`config.mk`:
```
export PLATFORM = sky130hd
export DESIGN_NAME = argb_alpha_blend_pixel_unit
export DESIGN_NICKNAME = d
export VERILOG_FILES = /design/src/design/abp_pkg.sv /design/src/design/abp_sel.sv /design/src/design/abp_mul.sv /design/src/design/abp_out.sv /design/src/design/argb_alpha_blend_pixel_unit.sv
export SDC_FILE = /design/constraint.sdc
export NUM_CORES = 1
export LEC_CHECK = 0
export ABC_AREA = 1
export BUFFER_PORTS_ARGS = -buffer_cell sky130_fd_sc_hd__buf_2
export CORE_AREA = 2 2 207 209
export CTS_CLUSTER_DIAMETER = 80
export DETAILED_ROUTE_END_ITERATION = 10
export DIE_AREA = 0 0 209 211
export HOLD_SLACK_MARGIN = 0.06
export PLACE_DENSITY = 0.83
export SETUP_SLACK_MARGIN = 0.5
export SLEW_MARGIN = 5
export SYNTH_ARGS = -nofsm -noshare
export SYNTH_HDL_FRONTEND = slang
export SYNTH_SLANG_ARGS = --single-unit
```
`constraint.sdc`:
```
create_clock -name i_clk -period 7.4 [get_ports i_clk]
set_clock_uncertainty 0.15 [all_clocks]
set_input_delay 0.74 -clock i_clk [delete_from_list [all_inputs] [get_ports i_clk]]
set_output_delay 0.74 -clock i_clk [all_outputs]
set_load 0.05 [all_outputs]
```
`src/design/abp_pkg.sv`:
```
// abp_pkg: shared types and codes for the ARGB alpha blend pixel unit.
// Used by every module in the design folder; depends on nothing.
package abp_pkg;

    localparam int CH_W   = 8;
    localparam int NUM_CH = 4;
    localparam int PROD_W = 18;

    localparam logic [CH_W-1:0] ALPHA_CLEAR = 8'hFF;
    localparam logic [CH_W-1:0] ALPHA_SOLID = 8'h00;

    // channel slots in a pixel word
    localparam int CH_A = 0;
    localparam int CH_R = 1;
    localparam int CH_G = 2;
    localparam int CH_B = 3;

    localparam logic [1:0] CMD_FILL  = 2'd0;
    localparam logic [1:0] CMD_COPY  = 2'd1;
    localparam logic [1:0] CMD_GLYPH = 2'd2;

    localparam logic [1:0] REG_DRAW_ALPHA = 2'd0;
    localparam logic [1:0] REG_DRAW_RED   = 2'd1;
    localparam logic [1:0] REG_DRAW_GREEN = 2'd2;
    localparam logic [1:0] REG_DRAW_BLUE  = 2'd3;

    typedef enum logic [2:0] {
        MODE_PASS  = 3'b001,
        MODE_BLEND = 3'b010,
        MODE_DRAW  = 3'b100
    } t_mode;

    typedef logic [NUM_CH-1:0][CH_W-1:0] t_pix;

    typedef struct packed {
        t_mode           mode;
        logic [CH_W-1:0] a;
        t_pix            s;
        t_pix            d;
    } t_s1;

    typedef struct packed {
        t_mode                  mode;
        t_pix                   s;
        t_pix                   d;
        logic [2:0][PROD_W-1:0] prod;
        logic [2*CH_W-1:0]      pa;
    } t_s2;

endpackage

```
`src/design/abp_sel.sv`:
```
// abp_sel: drawing colour registers and command decode, first pipeline stage.
// Depends on abp_pkg.
module abp_sel
    import abp_pkg::*;
(
    input  logic            i_clk,
    input  logic            i_rst_n,
    input  logic            i_cfg_we,
    input  logic [1:0]      i_cfg_idx,
    input  logic [CH_W-1:0] i_cfg_data,
    input  logic            i_ld,
    input  logic            i_valid,
    input  logic [1:0]      i_cmd,
    input  t_pix            i_dst,
    input  t_pix            i_src,
    output logic            o_valid,
    output t_s1             o_st
);

    logic [CH_W-1:0] r_draw_a, r_draw_r, r_draw_g, r_draw_b;
    logic            r_valid;
    t_s1             r_st;
    t_s1             n_st;
    t_pix            w_draw;

    always_ff @(posedge i_clk) begin
        if (!i_rst_n) begin
            r_draw_a <= '0;
            r_draw_r <= '0;
            r_draw_g <= '0;
            r_draw_b <= '0;
        end else if (i_cfg_we) begin
            case (i_cfg_idx)
                REG_DRAW_ALPHA: r_draw_a <= i_cfg_data;
                REG_DRAW_RED:   r_draw_r <= i_cfg_data;
                REG_DRAW_GREEN: r_draw_g <= i_cfg_data;
                REG_DRAW_BLUE:  r_draw_b <= i_cfg_data;
                default:        r_draw_a <= r_draw_a;
            endcase
        end
    end

    always_comb begin
        w_draw[CH_A] = r_draw_a;
        w_draw[CH_R] = r_draw_r;
        w_draw[CH_G] = r_draw_g;
        w_draw[CH_B] = r_draw_b;
        n_st.mode = MODE_PASS;
        n_st.a    = i_src[CH_A];
        n_st.s    = w_draw;
        n_st.d    = i_dst;
        case (i_cmd)
            CMD_FILL: begin
                n_st.a = r_draw_a;
                if (r_draw_a != ALPHA_CLEAR) n_st.mode = MODE_BLEND;
            end
            CMD_COPY: begin
                n_st.mode = MODE_BLEND;
                n_st.s    = i_src;
            end
            CMD_GLYPH: begin
                if (i_src[CH_A] == ALPHA_SOLID)      n_st.mode = MODE_DRAW;
                else if (i_src[CH_A] != ALPHA_CLEAR) n_st.mode = MODE_BLEND;
            end
            default: n_st.mode = MODE_PASS;
        endcase
    end

    always_ff @(posedge i_clk) begin
        if (!i_rst_n) begin
            r_valid <= 1'b0;
        end else if (i_ld) begin
            r_valid <= i_valid;
        end
    end

    always_ff @(posedge i_clk) begin
        if (i_ld) begin
            r_st <= n_st;
        end
    end

    assign o_valid = r_valid;
    assign o_st    = r_st;

endmodule

```
`src/design/abp_mul.sv`:
```
// abp_mul: second stage, signed channel products and the alpha product.
// Depends on abp_pkg.
module abp_mul
    import abp_pkg::*;
(
    input  logic i_clk,
    input  logic i_rst_n,
    input  logic i_ld,
    input  logic i_valid,
    input  t_s1  i_st,
    output logic o_valid,
    output t_s2  o_st
);

    logic              r_valid;
    t_s2               r_st;
    t_s2               n_st;
    logic signed [8:0] w_diff [3];
    logic signed [8:0] w_a;

    always_comb begin
        w_a       = $signed({1'b0, i_st.a});
        n_st.mode = i_st.mode;
        n_st.s    = i_st.s;
        n_st.d    = i_st.d;
        n_st.pa   = {{CH_W{1'b0}}, i_st.d[CH_A]} * {{CH_W{1'b0}}, i_st.a};
        for (int i = 0; i < 3; i++) begin
            w_diff[i]    = $signed({1'b0, i_st.d[i+1]}) - $signed({1'b0, i_st.s[i+1]});
            n_st.prod[i] = PROD_W'(w_diff[i]) * PROD_W'(w_a);
        end
    end

    always_ff @(posedge i_clk) begin
        if (!i_rst_n) begin
            r_valid <= 1'b0;
        end else if (i_ld) begin
            r_valid <= i_valid;
        end
    end

    always_ff @(posedge i_clk) begin
        if (i_ld) begin
            r_st <= n_st;
        end
    end

    assign o_valid = r_valid;
    assign o_st    = r_st;

endmodule

```
`src/design/abp_out.sv`:
```
// abp_out: third stage, truncating scale, offset and result select; output register.
// Depends on abp_pkg.
module abp_out
    import abp_pkg::*;
(
    input  logic            i_clk,
    input  logic            i_rst_n,
    input  logic            i_ld,
    input  logic            i_valid,
    input  t_s2             i_st,
    output logic            o_valid,
    output t_pix            o_pix,
    output logic            o_written
);

    logic                     r_valid;
    t_pix                     r_pix;
    logic                     r_written;
    t_pix                     n_pix;
    logic                     n_written;
    logic signed [PROD_W-1:0] w_p   [3];
    logic signed [PROD_W-1:0] w_adj [3];

    always_comb begin
        for (int i = 0; i < 3; i++) begin
            w_p[i]   = $signed(i_st.prod[i]);
            // round toward zero on negative products
            w_adj[i] = w_p[i][PROD_W-1] ? (w_p[i] + 18'sd255) : w_p[i];
        end
        n_pix     = i_st.d;
        n_written = 1'b0;
        case (i_st.mode)
            MODE_BLEND: begin
                n_written   = 1'b1;
                n_pix[CH_A] = i_st.pa[2*CH_W-1:CH_W];
                for (int i = 0; i < 3; i++) begin
                    n_pix[i+1] = i_st.s[i+1] + w_adj[i][15:8];
                end
            end
            MODE_DRAW: begin
                n_written = 1'b1;
                n_pix     = i_st.s;
            end
            default: n_written = 1'b0;
        endcase
    end

    always_ff @(posedge i_clk) begin
        if (!i_rst_n) begin
            r_valid <= 1'b0;
        end else if (i_ld) begin
            r_valid <= i_valid;
        end
    end

    always_ff @(posedge i_clk) begin
        if (i_ld) begin
            r_pix     <= n_pix;
            r_written <= n_written;
        end
    end

    assign o_valid   = r_valid;
    assign o_pix     = r_pix;
    assign o_written = r_written;

endmodule

```
`src/design/argb_alpha_blend_pixel_unit.sv`:
```
// argb_alpha_blend_pixel_unit: top level of the ARGB pixel compositor.
// Depends on abp_pkg, abp_sel, abp_mul, abp_out.
//
//  channel | handshake          | payload
//  --------+--------------------+------------------------------------------
//  in      | i_valid / o_stall  | i_cmd, i_dst_*, i_src_*
//  out     | o_valid / i_stall  | o_out_*, o_written
//  config  | i_cfg_we           | i_cfg_idx, i_cfg_data
//
// Three register stages (decode, multiply, scale/select).
// One item per cycle sustained while i_stall stays low.
// Synchronous active-low reset empties the pipeline and clears the colour registers.
// A stall holds the output; bubbles still collapse, so o_stall rises only when all
// three stages hold items.
module argb_alpha_blend_pixel_unit
    import abp_pkg::*;
(
    input  logic            i_clk,
    input  logic            i_rst_n,
    input  logic            i_cfg_we,
    input  logic [1:0]      i_cfg_idx,
    input  logic [CH_W-1:0] i_cfg_data,
    input  logic            i_valid,
    output logic            o_stall,
    input  logic [1:0]      i_cmd,
    input  logic [CH_W-1:0] i_dst_alpha,
    input  logic [CH_W-1:0] i_dst_red,
    input  logic [CH_W-1:0] i_dst_green,
    input  logic [CH_W-1:0] i_dst_blue,
    input  logic [CH_W-1:0] i_src_alpha,
    input  logic [CH_W-1:0] i_src_red,
    input  logic [CH_W-1:0] i_src_green,
    input  logic [CH_W-1:0] i_src_blue,
    output logic            o_valid,
    input  logic            i_stall,
    output logic [CH_W-1:0] o_out_alpha,
    output logic [CH_W-1:0] o_out_red,
    output logic [CH_W-1:0] o_out_green,
    output logic [CH_W-1:0] o_out_blue,
    output logic            o_written
);

    logic w_ld1, w_ld2, w_ld3;
    logic w_v1, w_v2;
    t_s1  w_s1;
    t_s2  w_s2;
    t_pix w_dst, w_src, w_pix;

    assign w_dst[CH_A] = i_dst_alpha;
    assign w_dst[CH_R] = i_dst_red;
    assign w_dst[CH_G] = i_dst_green;
    assign w_dst[CH_B] = i_dst_blue;
    assign w_src[CH_A] = i_src_alpha;
    assign w_src[CH_R] = i_src_red;
    assign w_src[CH_G] = i_src_green;
    assign w_src[CH_B] = i_src_blue;

    // a stage loads when empty or when its item moves on
    assign w_ld3   = !o_valid || !i_stall;
    assign w_ld2   = !w_v2 || w_ld3;
    assign w_ld1   = !w_v1 || w_ld2;
    assign o_stall = !w_ld1;

    abp_sel u_sel (
        .i_clk      (i_clk),
        .i_rst_n    (i_rst_n),
        .i_cfg_we   (i_cfg_we),
        .i_cfg_idx  (i_cfg_idx),
        .i_cfg_data (i_cfg_data),
        .i_ld       (w_ld1),
        .i_valid    (i_valid),
        .i_cmd      (i_cmd),
        .i_dst      (w_dst),
        .i_src      (w_src),
        .o_valid    (w_v1),
        .o_st       (w_s1)
    );

    abp_mul u_mul (
        .i_clk   (i_clk),
        .i_rst_n (i_rst_n),
        .i_ld    (w_ld2),
        .i_valid (w_v1),
        .i_st    (w_s1),
        .o_valid (w_v2),
        .o_st    (w_s2)
    );

    abp_out u_out (
        .i_clk     (i_clk),
        .i_rst_n   (i_rst_n),
        .i_ld      (w_ld3),
        .i_valid   (w_v2),
        .i_st      (w_s2),
        .o_valid   (o_valid),
        .o_pix     (w_pix),
        .o_written (o_written)
    );

    assign o_out_alpha = w_pix[CH_A];
    assign o_out_red   = w_pix[CH_R];
    assign o_out_green = w_pix[CH_G];
    assign o_out_blue  = w_pix[CH_B];

    a_stall_full: assert property (@(posedge i_clk) disable iff (!i_rst_n)
        o_stall |-> (w_v1 && w_v2 && o_valid))
        else $error("stall raised with a free stage");

    a_no_stall_when_drained: assert property (@(posedge i_clk) disable iff (!i_rst_n)
        !i_stall |-> !o_stall)
        else $error("stall raised while output drains");

    a_accept_lands: assert property (@(posedge i_clk) disable iff (!i_rst_n)
        (i_valid && !o_stall) |=> w_v1)
        else $error("accepted item missing from first stage");

    a_advance_moves: assert property (@(posedge i_clk) disable iff (!i_rst_n)
        (w_v2 && w_ld3) |=> o_valid)
        else $error("item lost between multiply and output stage");

endmodule
```
==> results_dict.tcl <==
set metrics [dict create \
    cts-resized-gates 0 \
    period_minus_slack_ps 5810 \
    post-route-util_pct 59.6 \
    most_congested_layer_reported_by_global_routing "met2" \
    synth_largest_type_area_fraction_pct 31.0 \
    dr.first_iter.drc_count 1501 \
    hpwlAfterDp_mm 42.5 \
    cts.repair_timing.setup_buffer_count 0 \
    slew_violations 0 \
    grt_util_met3_pct 4.15 \
    core_region_area_um2 41800 \
    timing.final.hold_violations 0 \
    status "finished clean" \
    rows 75 \
    nNetsFinal 3101 \
    postSynthNetCount 3000 \
    number_of_maximum_capacitance_constraint_violations 0 \
    die-height_um 211 \
    worstRegToRegCells 24 \
    grt_antenna_before_repair 3 \
    route.detailed.wl_per_inst_um 17.6 \
    layout_cells_sized_above_1_pct 8.17 \
    clock_tree_from_tritoncts "yes" \
    post_drt_via_cell_ratio 5.53 \
    setup_total_negative_slack_ps 0 \
    slew_of_the_pin_with_the_lowest_slew_margin_ps 1090 \
    drt-total-wl_mm 55.8 \
    track_usage_pct 26.1 \
    worstSetupPathType "flop to flop" \
    use_met2_pct 46.7 \
    synth_largest_area_cell "sky130_fd_sc_hd__edfxtp_1" \
    drc_errors 0 \
    tritoncts.num_buffers 29 \
    r2r_setup_slack_ps 1590 \
    clk_pin_slew_ps 60 \
    min_period_over_period_pct 78.5 \
    final_antenna_net_count 0 \
    synth_warnings 0 \
    power.density_nw_per_um2 420 \
    clock_sinks 269 \
    grt_start_max_net_pins 68 \
    worst_slew_margin_rel_pct 26.8 \
    critical_path_required_ps 7570 \
    post_synth_num_cell_types 41 \
    holdPathStages 1 \
    ioPinCount 116 \
    initial_core_util_pct 54.3 \
    cp_data_arrival_time_ps 5980 \
    total_leakage_power_nw 12.6 \
    grt_util_met1_pct 30.4 \
    grt_pass1_vias 18600 \
    via_count 17500 \
    critical_path.endpoint_type "flop" \
    ys_dominant_reg_cell "sky130_fd_sc_hd__edfxtp_1" \
    max_freq_mhz 172 \
    timing.critical_path.fanout_max 5 \
    synthCells 2507 \
    layout_stage_area_growth_over_the_synthesis_result_pct 9.78 \
    worst_skew_pair.late_latency_ps 580 \
    setup_viol_count_final 0 \
    worst_ir_drop_vdd_mv 0.253 \
    synth_seq_area_share_pct 34.1 \
    setup_repair_after_global_routing_missed_its_margin "no" \
    numPortBuffers 115 \
    finish.instance_area_um2 24900 \
    postPlaceCellArea_um2 23800 \
    grt_overflow 0 \
    critPathLaunchType "flop" \
    cts-htree-levels 1 \
    drt_first_pass_iters 6 \
    worstHoldPathType "input port to flop" \
    cts_root_buf "sky130_fd_sc_hd__clkbuf_16" \
    clk_path_buf_depth 3 \
    synth-seq-cells 269 \
    synth_top_cells_by_count "sky130_fd_sc_hd__inv_1, sky130_fd_sc_hd__nand2_1, sky130_fd_sc_hd__nor2_1" \
    synth.avg_cell_area_um2 9.04 \
    netlist_area_um2 22700 \
    synth.top_cells.by_area "sky130_fd_sc_hd__edfxtp_1, sky130_fd_sc_hd__fa_1, sky130_fd_sc_hd__ha_1" \
    synth-edff-count 234 \
    dieArea_um2 44100 \
    synth_most_common_cell "sky130_fd_sc_hd__inv_1" \
    globalplace.congestion 0.961 \
    ys_async_sr_fraction_pct 0 \
    fp.dieW_um 209 \
    cts_hold_repair.buffers 0 \
    grt_pass1_wl_mm 91.7 \
]
power breakdown:
group	total [mW]	switching [mW]	leakage, nW	internal [mW]
combinational	6.37	4.01	9.20	2.36
clock	1.64	0.628	0.524	1.02
sequential	2.44	0.188	2.86	2.25
cell type report:
cell class                 count  area [um2]
fill                        3319       16900
multi-input combinational   1617       12600
sequential                   269        7730
inverter                     560        2110
clock buffer                  36         762
timing repair buffer         131         696
tap                          539         674
clock inverter                18         314
antenna                        2        5.00
metrics by stage:
stage | hold slack, ps | setup WS (ps) | power [mW] | cells
floorplan | 250 | 683 | 7.29 | 2507
global placement | 252 | 1860 | 8.46 | 3116
detailed placement | 256 | 1710 | 8.73 | 3116
CTS | 178 | 1690 | 10.4 | 3170
global route | 183 | 1260 | 11.4 | 3171
finish | 191 | 1590 | 10.5 | 3172
cells by family (layout without fill, tap and decap cells):
| kind of cell | after synthesis | count (layout) | share of synthesized area [%] |
|---|---|---|---|
| and+or+nand+nor | 886 | 886 | 16.3 |
| buffers and inverters | 621 | 745 | 10.4 |
| adders and majority gates | 412 | 412 | 30.1 |
| DFF | 269 | 269 | 34.1 |
| AOI/OAI and AO/OA | 232 | 232 | 5.71 |
| xor gates and xnor gates | 71 | 71 | 2.74 |
| muxes | 16 | 16 | 0.795 |
| other | 0 | 2 | 0 |
flip-flops by register name, indices dropped and copies added (netlist names):
name             count
u_out.o_valid        1
u_sel.o_valid        1
u_sel.r_draw_b       8
u_mul.o_st         126
u_out.o_written      1
u_sel.r_draw_a       8
u_mul.o_valid        1
u_sel.o_st          75
u_sel.r_draw_g       8
u_sel.r_draw_r       8
u_out.o_pix         32
path summary, 6_finish.rpt:
| kind | endpoint | start |
|---|---|---|
| worst max-delay path | u_mul.o_st[33]$_DFFE_PP_ | u_sel.o_st[40]$_DFFE_PN_ |
| worst max register to register | u_mul.o_st[33]$_DFFE_PP_ | u_sel.o_st[40]$_DFFE_PN_ |
| worst min-delay path | u_sel.o_st[10]$_DFFE_PN_ | i_dst_red[2] |
| worst min register to register | u_mul.o_st[104]$_DFFE_PP_ | u_sel.o_st[34]$_DFFE_PN_ |
layout by cell type, fill, tap and decap left out, types with 3 or more instances in the layout:
cell type	n
sky130_fd_sc_hd__nor4_1	3
sky130_fd_sc_hd__clkbuf_16	29
sky130_fd_sc_hd__o21ai_1	3
sky130_fd_sc_hd__nor3_1	18
sky130_fd_sc_hd__buf_2	115
sky130_fd_sc_hd__clkbuf_1	6
sky130_fd_sc_hd__a21oi_1	99
sky130_fd_sc_hd__nand2_1	412
sky130_fd_sc_hd__a21o_1	5
sky130_fd_sc_hd__o221ai_1	3
sky130_fd_sc_hd__ha_1	191
sky130_fd_sc_hd__clkinv_2	5
sky130_fd_sc_hd__bufinv_16	8
sky130_fd_sc_hd__edfxtp_1	234
sky130_fd_sc_hd__o21bai_1	14
sky130_fd_sc_hd__a32o_1	3
sky130_fd_sc_hd__clkinv_1	3
sky130_fd_sc_hd__mux2_2	16
sky130_fd_sc_hd__xor2_1	40
sky130_fd_sc_hd__inv_1	553
sky130_fd_sc_hd__or2_2	11
sky130_fd_sc_hd__dfxtp_1	35
sky130_fd_sc_hd__a31oi_1	3
sky130_fd_sc_hd__nand4_1	22
sky130_fd_sc_hd__nand3_1	171
sky130_fd_sc_hd__nor2_1	239
sky130_fd_sc_hd__xnor2_1	31
sky130_fd_sc_hd__fa_1	221
sky130_fd_sc_hd__o211ai_1	8
sky130_fd_sc_hd__o21ai_0	85
sky130_fd_sc_hd__buf_4	16
worst max-delay path: stages, from the launching register on:
cell and delay [ps]:
sky130_fd_sc_hd__edfxtp_1 430, sky130_fd_sc_hd__ha_1 220, sky130_fd_sc_hd__fa_1 410, sky130_fd_sc_hd__inv_1 70, sky130_fd_sc_hd__nand3_1 80, sky130_fd_sc_hd__nand2_1 110
sky130_fd_sc_hd__nand2_1 70, sky130_fd_sc_hd__nand2_1 60, sky130_fd_sc_hd__a21oi_1 80, sky130_fd_sc_hd__or2_2 330, sky130_fd_sc_hd__nand2_1 160, sky130_fd_sc_hd__nor2_1 80
sky130_fd_sc_hd__fa_1 530, sky130_fd_sc_hd__fa_1 480, sky130_fd_sc_hd__fa_1 520, sky130_fd_sc_hd__inv_1 50, sky130_fd_sc_hd__fa_1 470, sky130_fd_sc_hd__inv_1 40
sky130_fd_sc_hd__ha_1 330, sky130_fd_sc_hd__a21oi_1 250, sky130_fd_sc_hd__o21ai_0 150, sky130_fd_sc_hd__a21oi_1 170, sky130_fd_sc_hd__o21ai_0 140, sky130_fd_sc_hd__nand2_1 100
sky130_fd_sc_hd__nand2_1 50
per-layer routing:
layer	up-vias	routed length, um
met5	-	13
met4	2	2900
met3	188	4050
met2	792	27900
met1	8442	21000
li1	8121	-
Power figures use the tool's default switching activity.
